<file path="config.mk">
export PLATFORM = sky130hd
export DESIGN_NAME = bcd_clock_timezone_converter_unit
export DESIGN_NICKNAME = d
export VERILOG_FILES = /design/src/hdl/bcdtz_pkg.sv /design/src/hdl/bcdtz_core.sv /design/src/hdl/bcd_clock_timezone_converter_unit.sv
export SDC_FILE = /design/constraint.sdc
export NUM_CORES = 1
export LEC_CHECK = 0
export BUFFER_PORTS_ARGS = -buffer_cell sky130_fd_sc_hd__buf_2
export CELL_PAD_IN_SITES_DETAIL_PLACEMENT = 0
export CELL_PAD_IN_SITES_GLOBAL_PLACEMENT = 1
export CORE_AREA = 2 2 235 261
export DETAILED_ROUTE_END_ITERATION = 16
export DIE_AREA = 0 0 237 263
export PLACE_DENSITY_LB_ADDON = 0.05
export SLEW_MARGIN = 20
export SYNTH_ARGS = -nofsm -noshare
export SYNTH_HDL_FRONTEND = slang
export SYNTH_SLANG_ARGS = --single-unit
</file>
<file path="constraint.sdc">
create_clock -name clk -period 8.1 [get_ports clk]
set_input_delay 2.43 -clock clk [delete_from_list [all_inputs] [get_ports clk]]
set_output_delay 2.43 -clock clk [all_outputs]
set_load 0.005 [all_outputs]
</file>
<file path="src/hdl/bcdtz_pkg.sv">
// Shared types, constants and conversion helpers for the BCD clock timezone converter.
`default_nettype none

package bcdtz_pkg;

	localparam logic CFG_TZ_OFFSET = 1'b0;
	localparam logic CFG_DST_ENABLE = 1'b1;

	localparam int SECS_PER_DAY = 86400;
	localparam int SECS_PER_HOUR = 3600;
	localparam int DEVICE_ZONE_SECS = 9 * SECS_PER_HOUR;
	localparam int DAYS_LEAP_YEAR = 366;
	localparam int DAYS_PLAIN_YEAR = 365;
	localparam int DAYS_PER_QUAD = 3 * DAYS_PLAIN_YEAR + DAYS_LEAP_YEAR;
	localparam int DAYS_PER_CENTURY = 25 * DAYS_PER_QUAD;
	localparam int MONTH_MAX = 12;
	localparam int YEAR_MAX = 99;

	// reciprocal multipliers: secs * HOUR_RECIP >> 27, rem * MIN_RECIP >> 17
	localparam int HOUR_RECIP = 37283;
	localparam int MIN_RECIP = 2185;

	typedef struct packed {
		logic       opcode;
		logic [7:0] year_bcd;
		logic [4:0] month_bcd;
		logic [5:0] day_bcd;
		logic [5:0] hour_bcd;
		logic [6:0] minute_bcd;
		logic [6:0] second_bcd;
	} req_t;

	typedef struct packed {
		logic [7:0] out_year_bcd;
		logic [4:0] out_month_bcd;
		logic [5:0] out_day_bcd;
		logic [5:0] out_hour_bcd;
		logic [6:0] out_minute_bcd;
		logic [6:0] out_second_bcd;
		logic       century_wrap;
	} res_t;

	typedef struct packed {
		logic [10:0] tz_offset_minutes;
		logic        dst_enable;
	} cfg_t;

	function automatic logic [7:0] bcd2bin(input logic [7:0] v);
		return 8'({4'd0, v[7:4]} * 8'd10 + {4'd0, v[3:0]});
	endfunction

	// values below 100
	function automatic logic [7:0] bin2bcd(input logic [6:0] v);
		logic [17:0] p;
		logic [3:0]  t;
		logic [6:0]  u;
		p = 18'(v) * 18'd205;
		t = p[14:11];
		u = v - 7'(t) * 7'd10;
		return {t, u[3:0]};
	endfunction

	function automatic logic [8:0] days_before(input logic lp, input logic [3:0] m);
		logic [8:0] base;
		case (m)
			4'd0:    base = 9'd0;
			4'd1:    base = 9'd0;
			4'd2:    base = 9'd31;
			4'd3:    base = 9'd59;
			4'd4:    base = 9'd90;
			4'd5:    base = 9'd120;
			4'd6:    base = 9'd151;
			4'd7:    base = 9'd181;
			4'd8:    base = 9'd212;
			4'd9:    base = 9'd243;
			4'd10:   base = 9'd273;
			4'd11:   base = 9'd304;
			4'd12:   base = 9'd334;
			default: base = 9'd334;
		endcase
		return (m >= 4'd3) ? base + {8'd0, lp} : base;
	endfunction

endpackage

`default_nettype wire

</file>
<file path="src/hdl/bcdtz_core.sv">
// Sequencer and shared datapath: BCD time to day count and seconds, offset, back to BCD.
`default_nettype none

module bcdtz_core (
	input  wire logic             clk,
	input  wire logic             arst_n,
	input  wire logic             go,
	input  wire bcdtz_pkg::req_t  req,
	input  wire bcdtz_pkg::cfg_t  cfg,
	output logic                  busy,
	output logic                  done,
	output bcdtz_pkg::res_t       res
);

	typedef enum logic [10:0] {
		S_IDLE = 11'b000_0000_0001,
		S_CALC = 11'b000_0000_0010,
		S_NORM = 11'b000_0000_0100,
		S_WRAP = 11'b000_0000_1000,
		S_YBLK = 11'b000_0001_0000,
		S_YEAR = 11'b000_0010_0000,
		S_MON  = 11'b000_0100_0000,
		S_HOUR = 11'b000_1000_0000,
		S_MINA = 11'b001_0000_0000,
		S_MINB = 11'b010_0000_0000,
		S_SEC  = 11'b100_0000_0000
	} state_t;

	state_t state_q, state_d;
	logic   done_q;

	bcdtz_pkg::req_t req_q;
	bcdtz_pkg::res_t res_q;
	logic signed [16:0] days_q;
	logic signed [19:0] sod_q;
	logic [15:0] rem_q;
	logic [6:0]  oy_q;
	logic [3:0]  om_q;
	logic        wrap_q;
	logic [4:0]  hr_q;
	logic [11:0] rs_q;
	logic [5:0]  mn_q;

	logic [7:0]  yv, mv, dv, hv, mnv, sv;
	logic [3:0]  mc;
	logic [16:0] days_u;
	logic [17:0] hms;
	logic signed [11:0] off;
	logic signed [17:0] off_ext, offsec, shift;
	logic signed [19:0] sod_calc;
	logic        norm_neg, norm_pos;
	logic        blk_take, year_take, mon_take;
	logic [8:0]  ylen;
	logic        olp;
	logic [32:0] hprod;
	logic [23:0] mprod;
	logic [11:0] sec_w;

	assign yv  = bcdtz_pkg::bcd2bin(req_q.year_bcd);
	assign mv  = bcdtz_pkg::bcd2bin({3'd0, req_q.month_bcd});
	assign dv  = bcdtz_pkg::bcd2bin({2'd0, req_q.day_bcd});
	assign hv  = bcdtz_pkg::bcd2bin({2'd0, req_q.hour_bcd});
	assign mnv = bcdtz_pkg::bcd2bin({1'b0, req_q.minute_bcd});
	assign sv  = bcdtz_pkg::bcd2bin({1'b0, req_q.second_bcd});
	assign mc  = (mv > 8'(bcdtz_pkg::MONTH_MAX)) ? 4'(bcdtz_pkg::MONTH_MAX) : mv[3:0];

	assign days_u = 17'(yv) * 17'(bcdtz_pkg::DAYS_PLAIN_YEAR)
		+ 17'((9'(yv) + 9'd3) >> 2)
		+ 17'(bcdtz_pkg::days_before(yv[1:0] == 2'd0, mc))
		+ 17'(dv);

	assign hms = 18'(hv) * 18'(bcdtz_pkg::SECS_PER_HOUR) + 18'(mnv) * 18'd60 + 18'(sv);

	assign off = $signed({cfg.tz_offset_minutes[10], cfg.tz_offset_minutes})
		+ (cfg.dst_enable ? 12'sd60 : 12'sd0);
	assign off_ext = {{6{off[11]}}, off};
	assign offsec = off_ext * 18'sd60;
	assign shift = req_q.opcode ? (18'(bcdtz_pkg::DEVICE_ZONE_SECS) - offsec)
		: (offsec - 18'(bcdtz_pkg::DEVICE_ZONE_SECS));
	assign sod_calc = $signed({2'b00, hms}) + {{2{shift[17]}}, shift};

	assign norm_neg = sod_q[19];
	assign norm_pos = sod_q >= 20'(bcdtz_pkg::SECS_PER_DAY);

	assign blk_take = (rem_q >= 16'(bcdtz_pkg::DAYS_PER_QUAD)) && (oy_q < 7'd96);
	assign ylen = (oy_q[1:0] == 2'd0) ? 9'(bcdtz_pkg::DAYS_LEAP_YEAR)
		: 9'(bcdtz_pkg::DAYS_PLAIN_YEAR);
	assign year_take = (rem_q >= 16'(ylen)) && (oy_q < 7'(bcdtz_pkg::YEAR_MAX));
	assign olp = (oy_q[1:0] == 2'd0);
	assign mon_take = (om_q < 4'(bcdtz_pkg::MONTH_MAX))
		&& (rem_q >= 16'(bcdtz_pkg::days_before(olp, om_q + 4'd1)));

	assign hprod = 33'(sod_q[16:0]) * 33'(bcdtz_pkg::HOUR_RECIP);
	assign mprod = 24'(rs_q) * 24'(bcdtz_pkg::MIN_RECIP);
	assign sec_w = rs_q - 12'(mn_q) * 12'd60;

	always_comb begin
		state_d = state_q;
		case (state_q)
			S_IDLE: if (go) state_d = S_CALC;
			S_CALC: state_d = S_NORM;
			S_NORM: if (!norm_neg && !norm_pos) state_d = S_WRAP;
			S_WRAP: state_d = S_YBLK;
			S_YBLK: if (!blk_take) state_d = S_YEAR;
			S_YEAR: if (!year_take) state_d = S_MON;
			S_MON:  if (!mon_take) state_d = S_HOUR;
			S_HOUR: state_d = S_MINA;
			S_MINA: state_d = S_MINB;
			S_MINB: state_d = S_SEC;
			S_SEC:  state_d = S_IDLE;
			default: state_d = S_IDLE;
		endcase
	end

	always_ff @(posedge clk or negedge arst_n) begin
		if (!arst_n) begin
			state_q <= S_IDLE;
			done_q  <= 1'b0;
		end else begin
			state_q <= state_d;
			done_q  <= (state_q == S_SEC);
		end
	end

	always_ff @(posedge clk) begin
		case (state_q)
			S_IDLE: begin
				if (go) req_q <= req;
			end
			S_CALC: begin
				days_q <= $signed(days_u) - 17'sd1;
				sod_q  <= sod_calc;
			end
			S_NORM: begin
				if (norm_neg) begin
					sod_q  <= sod_q + 20'(bcdtz_pkg::SECS_PER_DAY);
					days_q <= days_q - 17'sd1;
				end else if (norm_pos) begin
					sod_q  <= sod_q - 20'(bcdtz_pkg::SECS_PER_DAY);
					days_q <= days_q + 17'sd1;
				end
			end
			S_WRAP: begin
				oy_q <= 7'd0;
				if (days_q[16]) begin
					rem_q  <= 16'(days_q + 17'(bcdtz_pkg::DAYS_PER_CENTURY));
					wrap_q <= 1'b1;
				end else if (days_q >= 17'(bcdtz_pkg::DAYS_PER_CENTURY)) begin
					rem_q  <= 16'(days_q - 17'(bcdtz_pkg::DAYS_PER_CENTURY));
					wrap_q <= 1'b1;
				end else begin
					rem_q  <= days_q[15:0];
					wrap_q <= 1'b0;
				end
			end
			S_YBLK: begin
				if (blk_take) begin
					rem_q <= rem_q - 16'(bcdtz_pkg::DAYS_PER_QUAD);
					oy_q  <= oy_q + 7'd4;
				end
			end
			S_YEAR: begin
				om_q <= 4'd1;
				if (year_take) begin
					rem_q <= rem_q - 16'(ylen);
					oy_q  <= oy_q + 7'd1;
				end
			end
			S_MON: begin
				if (mon_take) om_q <= om_q + 4'd1;
				else rem_q <= rem_q - 16'(bcdtz_pkg::days_before(olp, om_q));
			end
			S_HOUR: hr_q <= hprod[31:27];
			S_MINA: rs_q <= 12'(sod_q[16:0] - 17'(hr_q) * 17'(bcdtz_pkg::SECS_PER_HOUR));
			S_MINB: mn_q <= mprod[22:17];
			S_SEC: begin
				res_q.out_year_bcd   <= bcdtz_pkg::bin2bcd(oy_q);
				res_q.out_month_bcd  <= 5'(bcdtz_pkg::bin2bcd(7'(om_q)));
				res_q.out_day_bcd    <= 6'(bcdtz_pkg::bin2bcd(rem_q[6:0] + 7'd1));
				res_q.out_hour_bcd   <= 6'(bcdtz_pkg::bin2bcd(7'(hr_q)));
				res_q.out_minute_bcd <= 7'(bcdtz_pkg::bin2bcd(7'(mn_q)));
				res_q.out_second_bcd <= 7'(bcdtz_pkg::bin2bcd(sec_w[6:0]));
				res_q.century_wrap   <= wrap_q;
			end
			default: ;
		endcase
	end

	assign busy = (state_q != S_IDLE);
	assign done = done_q;
	assign res  = res_q;

endmodule

`default_nettype wire

</file>
<file path="src/hdl/bcd_clock_timezone_converter_unit.sv">
// Top level of the BCD clock timezone converter: config registers, core, checks.
`default_nettype none

// channel   ports                       transfer
// request   start, busy, request        start && !busy
// result    done, result                one-cycle strobe, cannot be held off
// config    cfg_we, cfg_index, cfg_data write when cfg_we is high
//
// The time a request takes from accept to the done strobe depends on its value:
// the sequencer repeats its day normalizing, four-year steps, single-year steps
// and month steps, each as often as the value needs.
// busy goes high after accept and is low again in the cycle the result is shown.
// Reset clears the sequencer and sets the offset to 0 and daylight saving off.
// The receiver cannot stall: done is a one-cycle strobe and is never held.

module bcd_clock_timezone_converter_unit (
	input  wire logic             clk,
	input  wire logic             arst_n,
	input  wire logic             start,
	output logic                  busy,
	input  wire bcdtz_pkg::req_t  request,
	output logic                  done,
	output bcdtz_pkg::res_t       result,
	input  wire logic             cfg_we,
	input  wire logic             cfg_index,
	input  wire logic [10:0]      cfg_data
);

	bcdtz_pkg::cfg_t cfg_q;
	logic            go;

	always_ff @(posedge clk or negedge arst_n) begin
		if (!arst_n) begin
			cfg_q <= '0;
		end else if (cfg_we) begin
			case (cfg_index)
				bcdtz_pkg::CFG_TZ_OFFSET:  cfg_q.tz_offset_minutes <= cfg_data;
				bcdtz_pkg::CFG_DST_ENABLE: cfg_q.dst_enable <= cfg_data[0];
				default: ;
			endcase
		end
	end

	assign go = start && !busy;

	bcdtz_core u_core (
		.clk    (clk),
		.arst_n (arst_n),
		.go     (go),
		.req    (request),
		.cfg    (cfg_q),
		.busy   (busy),
		.done   (done),
		.res    (result)
	);

`ifndef NO_ASSERTIONS
	a_accept_busy: assert property (@(posedge clk) disable iff (!arst_n)
		start && !busy |=> busy)
		else $error("accepted request did not raise busy");

	a_done_idle: assert property (@(posedge clk) disable iff (!arst_n)
		done |-> !busy)
		else $error("result strobe while still busy");

	a_month_range: assert property (@(posedge clk) disable iff (!arst_n)
		done |-> (result.out_month_bcd != 5'h00) && (result.out_month_bcd <= 5'h12)
			&& (result.out_month_bcd[3:0] <= 4'd9))
		else $error("result month out of range");

	a_hour_range: assert property (@(posedge clk) disable iff (!arst_n)
		done |-> (result.out_hour_bcd <= 6'h23) && (result.out_hour_bcd[3:0] <= 4'd9))
		else $error("result hour out of range");
`endif

endmodule

`default_nettype wire
</file>
==> results of run 1 <==
==> through the flow <==
step | instances | cell area (um^2) | util, % | setup WS [ps] | hold slack, ps
5_1_grt | 3922 | 32010 | 53.89 | 8.024 | 543.1
3_5_place_dp | 3869 | 31000 | 52.19 | 464.5 | 505.0
6_report | 3922 | 32010 | 53.89 | 602.6 | 515.7
4_1_cts | 3919 | 31960 | 53.80 | 430.1 | 518.0
3_3_place_gp | 3869 | 31000 | 52.19 | 623.7 | 500.3
2_1_floorplan | 3032 | 29570 | - | 1066 | 400.3
==> cells in the mapped netlist, types with 9 or more instances <==
| library cell | instances |
|---|---|
| dfrtp_1 | 23 |
| nor4_1 | 9 |
| nor3_1 | 50 |
| dfxtp_1 | 9 |
| ha_1 | 687 |
| and3_1 | 15 |
| nor2b_1 | 36 |
| clkbuf_1 | 40 |
| or3_1 | 19 |
| or2_2 | 17 |
| o21bai_1 | 12 |
| nand2b_1 | 27 |
| nand2_1 | 155 |
| mux2i_1 | 17 |
| nand4_1 | 16 |
| o21a_1 | 29 |
| o211ai_1 | 16 |
| nand3_1 | 43 |
| o21ai_0 | 147 |
| a31oi_1 | 12 |
| mux2_2 | 14 |
| a22oi_1 | 12 |
| and2_1 | 20 |
| a211oi_1 | 19 |
| a21boi_0 | 9 |
| edfxtp_1 | 168 |
| a21o_1 | 63 |
| nor2_1 | 122 |
| fa_1 | 196 |
| inv_1 | 450 |
| xor2_1 | 83 |
| a21oi_1 | 145 |
| xnor2_1 | 173 |
| o22ai_1 | 21 |
==> path summary, 6_finish.rpt <==
| check | slack (ps) | end | startpoint | depth (start not counted) |
|---|---|---|---|---|
| min | 520 | cfg_q[6] | cfg_q[6] | 1 |
| max in group asynchronous | 5800 | u_core.state_q[7] | arst_n | 1 |
| max reg2reg | 600 | u_core.days_q[16] | u_core.req_q[30] | 32 |
| max | 600 | u_core.days_q[16] | u_core.req_q[30] | 32 |
| min reg2reg | 520 | cfg_q[6] | cfg_q[6] | 1 |
| min in group asynchronous | 1870 | cfg_q[10] | arst_n | 1 |
==> flip-flops by register name, indices dropped and copies added (netlist names), 7 cells and up, named ones only <==
register	flops
u_core.req_q	40
u_core.sod_q	20
u_core.state_q	11
u_core.oy_q	7
cfg_q	12
u_core.rem_q	16
u_core.rs_q	12
u_core.res	40
u_core.days_q	17
==> timing repair <==
action / CTS / global route
setup endpoints to repair: 0 / 1
endpoints found under the hold margin: 0 / 0
buffers inserted: 0 / 1
resized for setup: 0 / 4
==> per-layer routing <==
metal	track usage [%]	up-vias	part of all wire [%]
li1	-	10760	-
met4	4.961	2	2.1
met3	1.887	76	2.7
met1	26.15	10120	46
met5	0	-	0.025
met2	37.59	245	50
==> cell families after synthesis <==
| group | Yosys count |
|---|---|
| compound gates | 582 |
| simple gates | 578 |
| fa+ha+maj | 883 |
| xor+xnor | 257 |
| buf+inv | 496 |
| flops | 201 |
| mux | 35 |
==> area by class of cell <==
| type | count | share of cell area, % |
|---|---|---|
| Multi-Input combinational cell | 2335 | 68.48 |
| Sequential cell | 201 | 18.20 |
| Inverter | 452 | 5.301 |
| Tap cell | 768 | 3.002 |
| Clock buffer | 27 | 2.111 |
| Timing Repair Buffer | 116 | 2.013 |
| Clock inverter | 23 | 0.8874 |
==> results.md, run 1 <==
- CP required: 8410 ps
- Share of the synthesized area in the top cell type: 29.07%
- Num rows: 94
- Crit Path Max Fanout: 6
- Synthesis warning total: 0
- Post-synthesis compound-gate area fraction: roughly 13%
- Initial antenna violation count: 1
- Post-synthesis simple-gate area fraction: approximately a tenth
- Hold WC Path Type: reg -> reg
- Mean post-synth cell area: ~9.8 um^2
- Most frequent cells in the layout: 687 x ha_1, 449 x inv_1, 196 x fa_1
- Die footprint: 0.06233 mm^2
- Vias post-DR: 21200
- Ratio of final minimum period to clock period: 92.56%
- Die Ht: 263 um
- Total clock sinks: 201
- Max Fclk: 0.1334 GHz
- Critical path arrival: 7800 ps
- Die Wd: 237 um
- RSZ-0062 raised after global routing: false
- Synth-to-Final Area Change: 8.238%
- Yosys cell types: 94
- WP buf/inv: 2
- # nets final: around 4100
- Most common cell after layout, fill and taps aside: ha_1
- Routability cong.: around 0.85
- Clock skew: 8.896 ps
- Top cell type by total area after synthesis: ha_1
- Synth Instances: 3032
- First-pass GRT wire length: roughly 110000 um
- Max Slew Vio Count: 0
- Register Area: 0.005827 mm^2
- Number of diodes: 0
- DR WL/cell: 16.08 um
- Root Buffer: clkbuf_16
- Flops & latches, synth: 201
- Slowest cell on crit path: fa_1
- Worst slew pin tran: 1050 ps
- H-tree Lvls: 1
- Synthesized area: just under 0.03 mm^2
- CTS tree: built
- Top_reg_cell synth: edfxtp_1
- Largest family of logic cells by synthesized area: adder cells
- Cts bufs inserted: 27
- Post-synth ARST share: 11.94%
- # DRC: 0
- Total gr overflow: 0
- Clk slew on worst S/H paths: 60 ps
- Initial Util: 49.79%
- ANT nets after route: 0
- Max transition margin: 29.65%
- # IOs: 98
- Post-synth EDFFs: 168
- Area used by multi-input combinational logic: ~0.022 mm^2
- Hold_buf cts: 0
- Layout cells sized above 1: 7.514%
- Synth top area cells: ha_1 29%, edfxtp_1 17%, fa_1 13%
- Kind of cell adding the most delay to the critical path: adder cells
- DRT iter0 DRCs: between 800 and 900
- Final Hold Viols: 0
- Max-Cap Viols: 0
- CP peak stage delay: roughly 520 ps
- WL final: 63070 um
- Fill count: roughly 5400
- Core ar.: 0.05939 mm^2
- XOR/XNOR share of the synthesized area: approximately 7.7%
- Crit Path Class: reg -> reg
- Status: completed
- Setup tns final: 0 ps
- Vias in the first global route: about 22000
- First-pass DRT Iterations: 6
- Final setup fails: 0
- Synth Area in Adders: 42.34%
- Crit path time final: 7497 ps
- Cell mode on critical path: ha_1
- Post-synthesis mux area share: 1.362%
- CP Capture Type: flip-flop
- Post-DP HPWL: 51660 um
- Max Root-Sink Buffers: 3
- Clk_lat worst skew: 570 ps
- Via/cell ratio: 5.406
- Startpoint Class: flip-flop
- Sequential cell area fraction in the yosys report: 19.70%
- Port Buffer Count: 97
- Syn Nets: 3971
- Total Routing Usage GR: between 20 and 25%
- Pin count of the biggest net entering global routing: between 40 and 50
Power of run 1 is left out: the tool's default activity adds up to more than one toggle a clock period on the data nets, which glitch-free logic cannot reach.
==> inputs of run 2 (changes only) <==
ABC_AREA = 1   (was unset)
CORE_AREA = 2 2 242 268   (was 2 2 235 261)
DIE_AREA = 0 0 244 270   (was 0 0 237 263)
==> results.md, run 2 <==
- Slowest cell on crit path: fa_1
- Met2 WL: 35430 um (+13%)
- Root Buffer: clkbuf_16
- Max Root-Sink Buffers: 3 (unchanged)
- Post-synth ARST share: 11.94% (unchanged)
- ANT nets after route: 0 (unchanged)
- Post-CTS resize count: 0 (unchanged)
- Reg2reg path depth: 42 (+31%)
- Worst r2r dst: u_core.sod_q[18]
- Die Ht: 270 um (+2.7%)
- Critical path arrival: 7730 ps (-70 ps)
- # nets final: 4834 (+19%)
- Synth top area cells: ha_1 28%, edfxtp_1 16%, fa_1 13%
- Area used by multi-input combinational logic: 0.02257 mm^2 (+3.0%)
- Crit Path Class: reg -> reg
- CP peak stage delay: 490 ps (-30 ps)
- Final Hold Viols: 0 (unchanged)
- Num rows: 97 (+3.2%)
- Vias post-DR: 24620 (+16%)
- Synthesized area: 0.03125 mm^2 (+5.7%)
- CTS tree: built
- RSZ-0062 raised after global routing: false
- Cell mode on critical path: nand2_1
- Hold_buf cts: 0 (unchanged)
- Layout cells sized above 1: 6.743% (-0.77 points)
- Metal3 WL: 2426 um (+45%)
- Startpoint Class: flip-flop
- Number of diodes: 0 (unchanged)
- Most frequent cells in the layout: 712 x inv_1, 687 x ha_1, 620 x nand2_1
- Max transition margin: 41.12% (+11 points)
- Most common cell in the netlist: inv_1
- Post-synthesis mux area share: 0.2402% (-1.1 points)
- Flops & latches, synth: 201 (unchanged)
- WHS: 517.8 ps (+2.118 ps)
- First-pass GRT wire length: 119700 um (+11%)
- Initial Util: 49.42% (-0.37 points)
- Top_reg_cell synth: edfxtp_1
- Max-Cap Viols: 0 (unchanged)
- Cts bufs inserted: 27 (unchanged)
- Max Slew Vio Count: 0 (unchanged)
- Clk slew on worst S/H paths: 60 ps (about the same)
- Total gr overflow: 0 (unchanged)
- Clock skew: 14.26 ps (+5.368 ps)
- Wl on met1: 31580 um (+9.8%)
- First-pass DRT Iterations: 5 (-1)
- Largest family of logic cells by synthesized area: adder cells
- Sequential cell area fraction in the yosys report: 18.65% (-1.1 points)
- Max Fclk: 0.1349 GHz (+1.2%)
- Fill count: 6056 (+13%)
- Top layer in use: met5
- Mean post-synth cell area: 8.267 um^2 (-15%)
- Kind of cell adding the most delay to the critical path: adder cells
- WL final: 70760 um (+12%)
- Crit path time final: 7411 ps (-86.49 ps)
- Worst r2r src: u_core.req_q[11]
- Commonest cells in the synthesized netlist: 712 x inv_1, 687 x ha_1, 620 x nand2_1, 241 x nor2_1, 232 x a21oi_1
- Die footprint: 0.06588 mm^2 (+5.7%)
- Routability cong.: 0.8843 (+4.2%)
- Syn Nets: 4719 (+19%)
- Post-synthesis compound-gate area fraction: 9.986% (-2.6 points)
- Status: completed
- Synth Area in Adders: 40.07% (-2.3 points)
- Die Wd: 244 um (+3.0%)
- CP required: 8420 ps (about the same)
- Final instance area: 0.03375 mm^2 (+5.4%)
- Most common cell after layout, fill and taps aside: inv_1
- Post-synth EDFFs: 168 (unchanged)
- Top cell type by total area after synthesis: ha_1
- DRT iter0 DRCs: 924 (+4.9%)
- DR WL/cell: 14.88 um (-7.5%)
- Crit Path Max Fanout: 6 (unchanged)
- Share of the synthesized area in the top cell type: 27.51% (-1.6 points)
- Synth Instances: 3780 (+25%)
- Total Routing Usage GR: 21.65% (+1.0 points)
- Clk_lat worst skew: 570 ps (about the same)
- Total clock sinks: 201 (unchanged)
- WHS Endpoint: cfg_q[6]
- Final setup fails: 0 (unchanged)
- CP Capture Type: flip-flop
- Synthesis warning total: 0 (unchanged)
- Core ar.: 0.06323 mm^2 (+6.5%)
- Hold WC Path Type: reg -> reg
- XOR/XNOR share of the synthesized area: 5.630% (-2.0 points)
- Yosys cell types: 66 (-30%)
- WP buf/inv: 6 (+4)
- Port Buffer Count: 97 (unchanged)
- R2R setup slack: 690 ps (+90 ps)
- Worst Hold Launch: cfg_q[6]
- Initial antenna violation count: 1 (unchanged)
- Vias in the first global route: 25340 (+14%)
- Area after DPL: 0.03280 mm^2 (+5.8%)
- Worst slew pin tran: 876.4 ps (-173.3 ps)
- Post-DP HPWL: 59420 um (+15%)
- Pin count of the biggest net entering global routing: 42 (unchanged)
- # DRC: 0 (unchanged)
- Post-synthesis simple-gate area fraction: 16.22% (+6.2 points)
- Synth-to-Final Area Change: 8.012%
- Via/cell ratio: 5.177 (-4.2%)
- Setup tns final: 0 ps (unchanged)
- Hold Path Stages: 1 (unchanged)
- Register Area: 0.005827 mm^2 (unchanged)
- Number of post-CTS setup repair buffers: 0 (unchanged)
- # IOs: 98 (unchanged)
- Ratio of final minimum period to clock period: 91.49% (-1.1 points)
- H-tree Lvls: 1 (unchanged)
run 2: kinds of logic (layout without fill, tap and decap cells):
kind of cell             count (synthesis)  after routing
adder cells (fa/ha/maj)                883            883
AO/OA/AOI/OAI                          555            555
AND/OR/NAND/NOR                       1173           1173
multiplexers                             7              7
XOR/XNOR                               200            200
buffers and inverters                  761            896
flip-flops                             201            201
run 2: worst max-delay path by stage:
stage,to,slack (ps),start,cells after the start
6_report,u_core.sod_q[18],690,u_core.req_q[11],42
5_1_grt,u_core.sod_q[18],10,u_core.req_q[11],42
4_1_cts,u_core.sod_q[18],640,u_core.req_q[11],42
3_5_place_dp,u_core.sod_q[18],660,u_core.req_q[11],42
3_3_place_gp,u_core.sod_q[18],860,u_core.req_q[11],42
2_1_floorplan,u_core.sod_q[18],1280,u_core.req_q[11],43
run 2: through the flow:
step | instances | worst slack, ps | util [%]
final | 4756 | 689.1 | 53.38
after global placement | 4707 | 856.1 | 51.87
after detailed placement | 4707 | 657.8 | 51.87
after global routing | 4756 | 9.530 | 53.38
after floorplan | 3780 | 1280 | -
after CTS | 4756 | 643.7 | 53.38
run 2: layout make-up:
class                   count  area share [%]
clock buffers              30           2.035
well taps                 841           3.118
flip-flops and latches    201           17.26
clock inverters            19          0.7896
multi-input cells        2818           66.88
inverters                 738           8.211
repair buffers            109           1.705
run 2: per-layer routing:
layer | up-vias | global-route usage, %
li1 | 12680 | -
met1 | 11550 | 26.76
met2 | 316 | 40.11
met3 | 83 | 2.574
met4 | 2 | 4.557
met5 | - | 0
run 2: worst reg2reg max path: cells and delay by family, from the launching register on:
| family | cells | cell delay [ps] |
|---|---|---|
| AOI/OAI and AO/OA | 5 | 780 |
| DFF | 1 | 410 |
| and+or+nand+nor | 20 | 2370 |
| buffers and inverters | 6 | 370 |
| adders and majority gates | 8 | 2750 |
| xor gates and xnor gates | 3 | 500 |
Power of run 2 is left out for the same reason.
==> inputs of run 3 (changes only) <==
clock period = 9.23 ns   (was 8.1 ns; I/O delays follow)
==> results.md, run 3 (synthesis results as in run 2) <==
- Met2 usage: 40.41% (+0.30 points)
- Clock skew: 22.59 ps (+8.327 ps)
- Vias post-DR: 24670 (+0.20%)
- Via/cell ratio: 5.190 (+0.24%)
- Cell mode on critical path: nand2_1
- Die footprint: 0.06588 mm^2 (unchanged)
- CP required: 9570 ps (+1150 ps)
- Critical path arrival: 7800 ps (+70 ps)
- Synth-to-Final Area Change: 7.976% (about the same)
- Reg2reg path depth: 42 (unchanged)
- Crit path time final: 7457 ps (+46.41 ps)
- Max Fclk: 0.1341 GHz (-0.62%)
- CP Capture Type: flip-flop
- Initial Util: 49.42% (unchanged)
- Initial antenna violation count: 1 (unchanged)
- Post-layout utilization of the core: 53.36% (about the same)
- Setup tns final: 0 ps (unchanged)
- Worst slew pin tran: 862.0 ps (-14.38 ps)
- Worst r2r dst: u_core.sod_q[18]
- CP startpoint: u_core.req_q[11]
- Most frequent cells in the layout: 712 x inv_1, 687 x ha_1, 620 x nand2_1
- Crit Path Max Fanout: 6 (unchanged)
- Hold_buf cts: 0 (unchanged)
- Root Buffer: clkbuf_16
- Final Hold Viols: 0 (unchanged)
- Number of post-CTS setup repair buffers: 0 (unchanged)
- Max-Cap Viols: 0 (unchanged)
- Routability cong.: 0.8762 (-0.92%)
- Max Slew Vio Count: 0 (unchanged)
- Max transition margin: 42.09% (+0.97 points)
- CP peak stage delay: 500 ps (about the same)
- CP endpoint: u_core.sod_q[18]
- Pin count of the biggest net entering global routing: 42 (unchanged)
- Clk slew on worst S/H paths: 60 ps (about the same)
- Area after DPL: 0.03278 mm^2 (about the same)
- Hold WC Path Type: reg -> reg
- Cts bufs inserted: 27 (unchanged)
- Area used by multi-input combinational logic: 0.02257 mm^2 (unchanged)
- Worst r2r src: u_core.req_q[11]
- DR WL/cell: 14.89 um (about the same)
- M1 GR Usage: 26.71% (-0.051 points)
- Startpoint Class: flip-flop
- Final instance area: 0.03374 mm^2 (about the same)
- Number of diodes: 0 (unchanged)
- # nets final: 4831 (-0.062%)
- Clk_lat worst skew: 590 ps (+20 ps)
- GR Util met3: 2.236% (-0.34 points)
- CTS tree: built
- Layout cells sized above 1: 6.696% (-0.048 points)
- Total clock sinks: 201 (unchanged)
- R2R setup slack: 1770 ps (+1080 ps)
- Die Wd: 244 um (unchanged)
- Vias in the first global route: 25040 (-1.2%)
- Slowest cell on crit path: fa_1
- # IOs: 98 (unchanged)
- Most common cell after layout, fill and taps aside: inv_1
- # DRC: 0 (unchanged)
- Final setup fails: 0 (unchanged)
- Max Root-Sink Buffers: 3 (unchanged)
- Fill count: 6056 (unchanged)
- WL final: 70790 um (about the same)
- Total gr overflow: 0 (unchanged)
- First-pass DRT Iterations: 5 (unchanged)
- Core ar.: 0.06323 mm^2 (unchanged)
- RSZ-0062 raised after global routing: false
- Crit Path Class: reg -> reg
- H-tree Lvls: 1 (unchanged)
- Status: completed
- Register Area: 0.005827 mm^2 (unchanged)
- Port Buffer Count: 97 (unchanged)
- Total Routing Usage GR: 21.60% (-0.051 points)
- DRT iter0 DRCs: 1068 (+16%)
- Most Crowded Layer GR: met2
- Die Ht: 270 um (unchanged)
- First-pass GRT wire length: 119100 um (-0.50%)
- Post-CTS resize count: 0 (unchanged)
- ANT nets after route: 0 (unchanged)
- Post-DP HPWL: 59300 um (-0.20%)
- Ratio of final minimum period to clock period: 80.79% (-11 points)
- Num rows: 97 (unchanged)
## run 3: cell count changes in the layout (fill, tap and decap cells not counted)
cell / change
buf_4: -3
clkinv_2: -1
clkinv_4: +1
clkinvlp_4: +1
## run 3: through the flow
step	worst slack [ps]	std cells	hold slack, ps
finish	1773	4754	510.5
floorplan	2410	3780	400.3
global placement	1988	4704	491.5
global route	1031	4754	539.7
detailed placement	1780	4704	502.6
CTS	1755	4754	518.8
## run 3: critical path: cells and delay by family, from the launching register on
family	cells	cell delay (ps)
buffers and inverters	6	370
xor gates and xnor gates	3	530
adders and majority gates	8	2790
AOI/OAI and AO/OA	5	760
DFF	1	400
and+or+nand+nor	20	2370
## run 3: routing by layer
metal,routed length [um],vias up,part of all wire [%]
met3,2210,80,3.1
met4,1218,2,1.7
met2,35840,304,51
li1,-,12680,-
met1,31510,11610,45
met5,11,-,0.016
## run 3: layout make-up
type | instances | share of cell area (%)
tap | 841 | 3.119
clock inverter | 20 | 0.8233
multi-input combinational | 2818 | 66.90
timing repair buffer | 106 | 1.639
inverter | 738 | 8.214
clock buffer | 30 | 2.036
sequential | 201 | 17.27
## run 3: worst min-delay path by stage
stage	from	endpoint	slack, ps	cells past startpoint
2_1_floorplan	u_core.wrap_q	u_core.res[0]	400	0
3_3_place_gp	u_core.state_q[10]	u_core.state_q[9]	490	1
3_5_place_dp	u_core.wrap_q	u_core.res[0]	500	0
4_1_cts	u_core.state_q[10]	u_core.state_q[9]	520	1
5_1_grt	cfg_q[3]	cfg_q[3]	540	1
6_report	u_core.state_q[10]	u_core.state_q[9]	510	1
Power of run 3 is left out for the same reason.
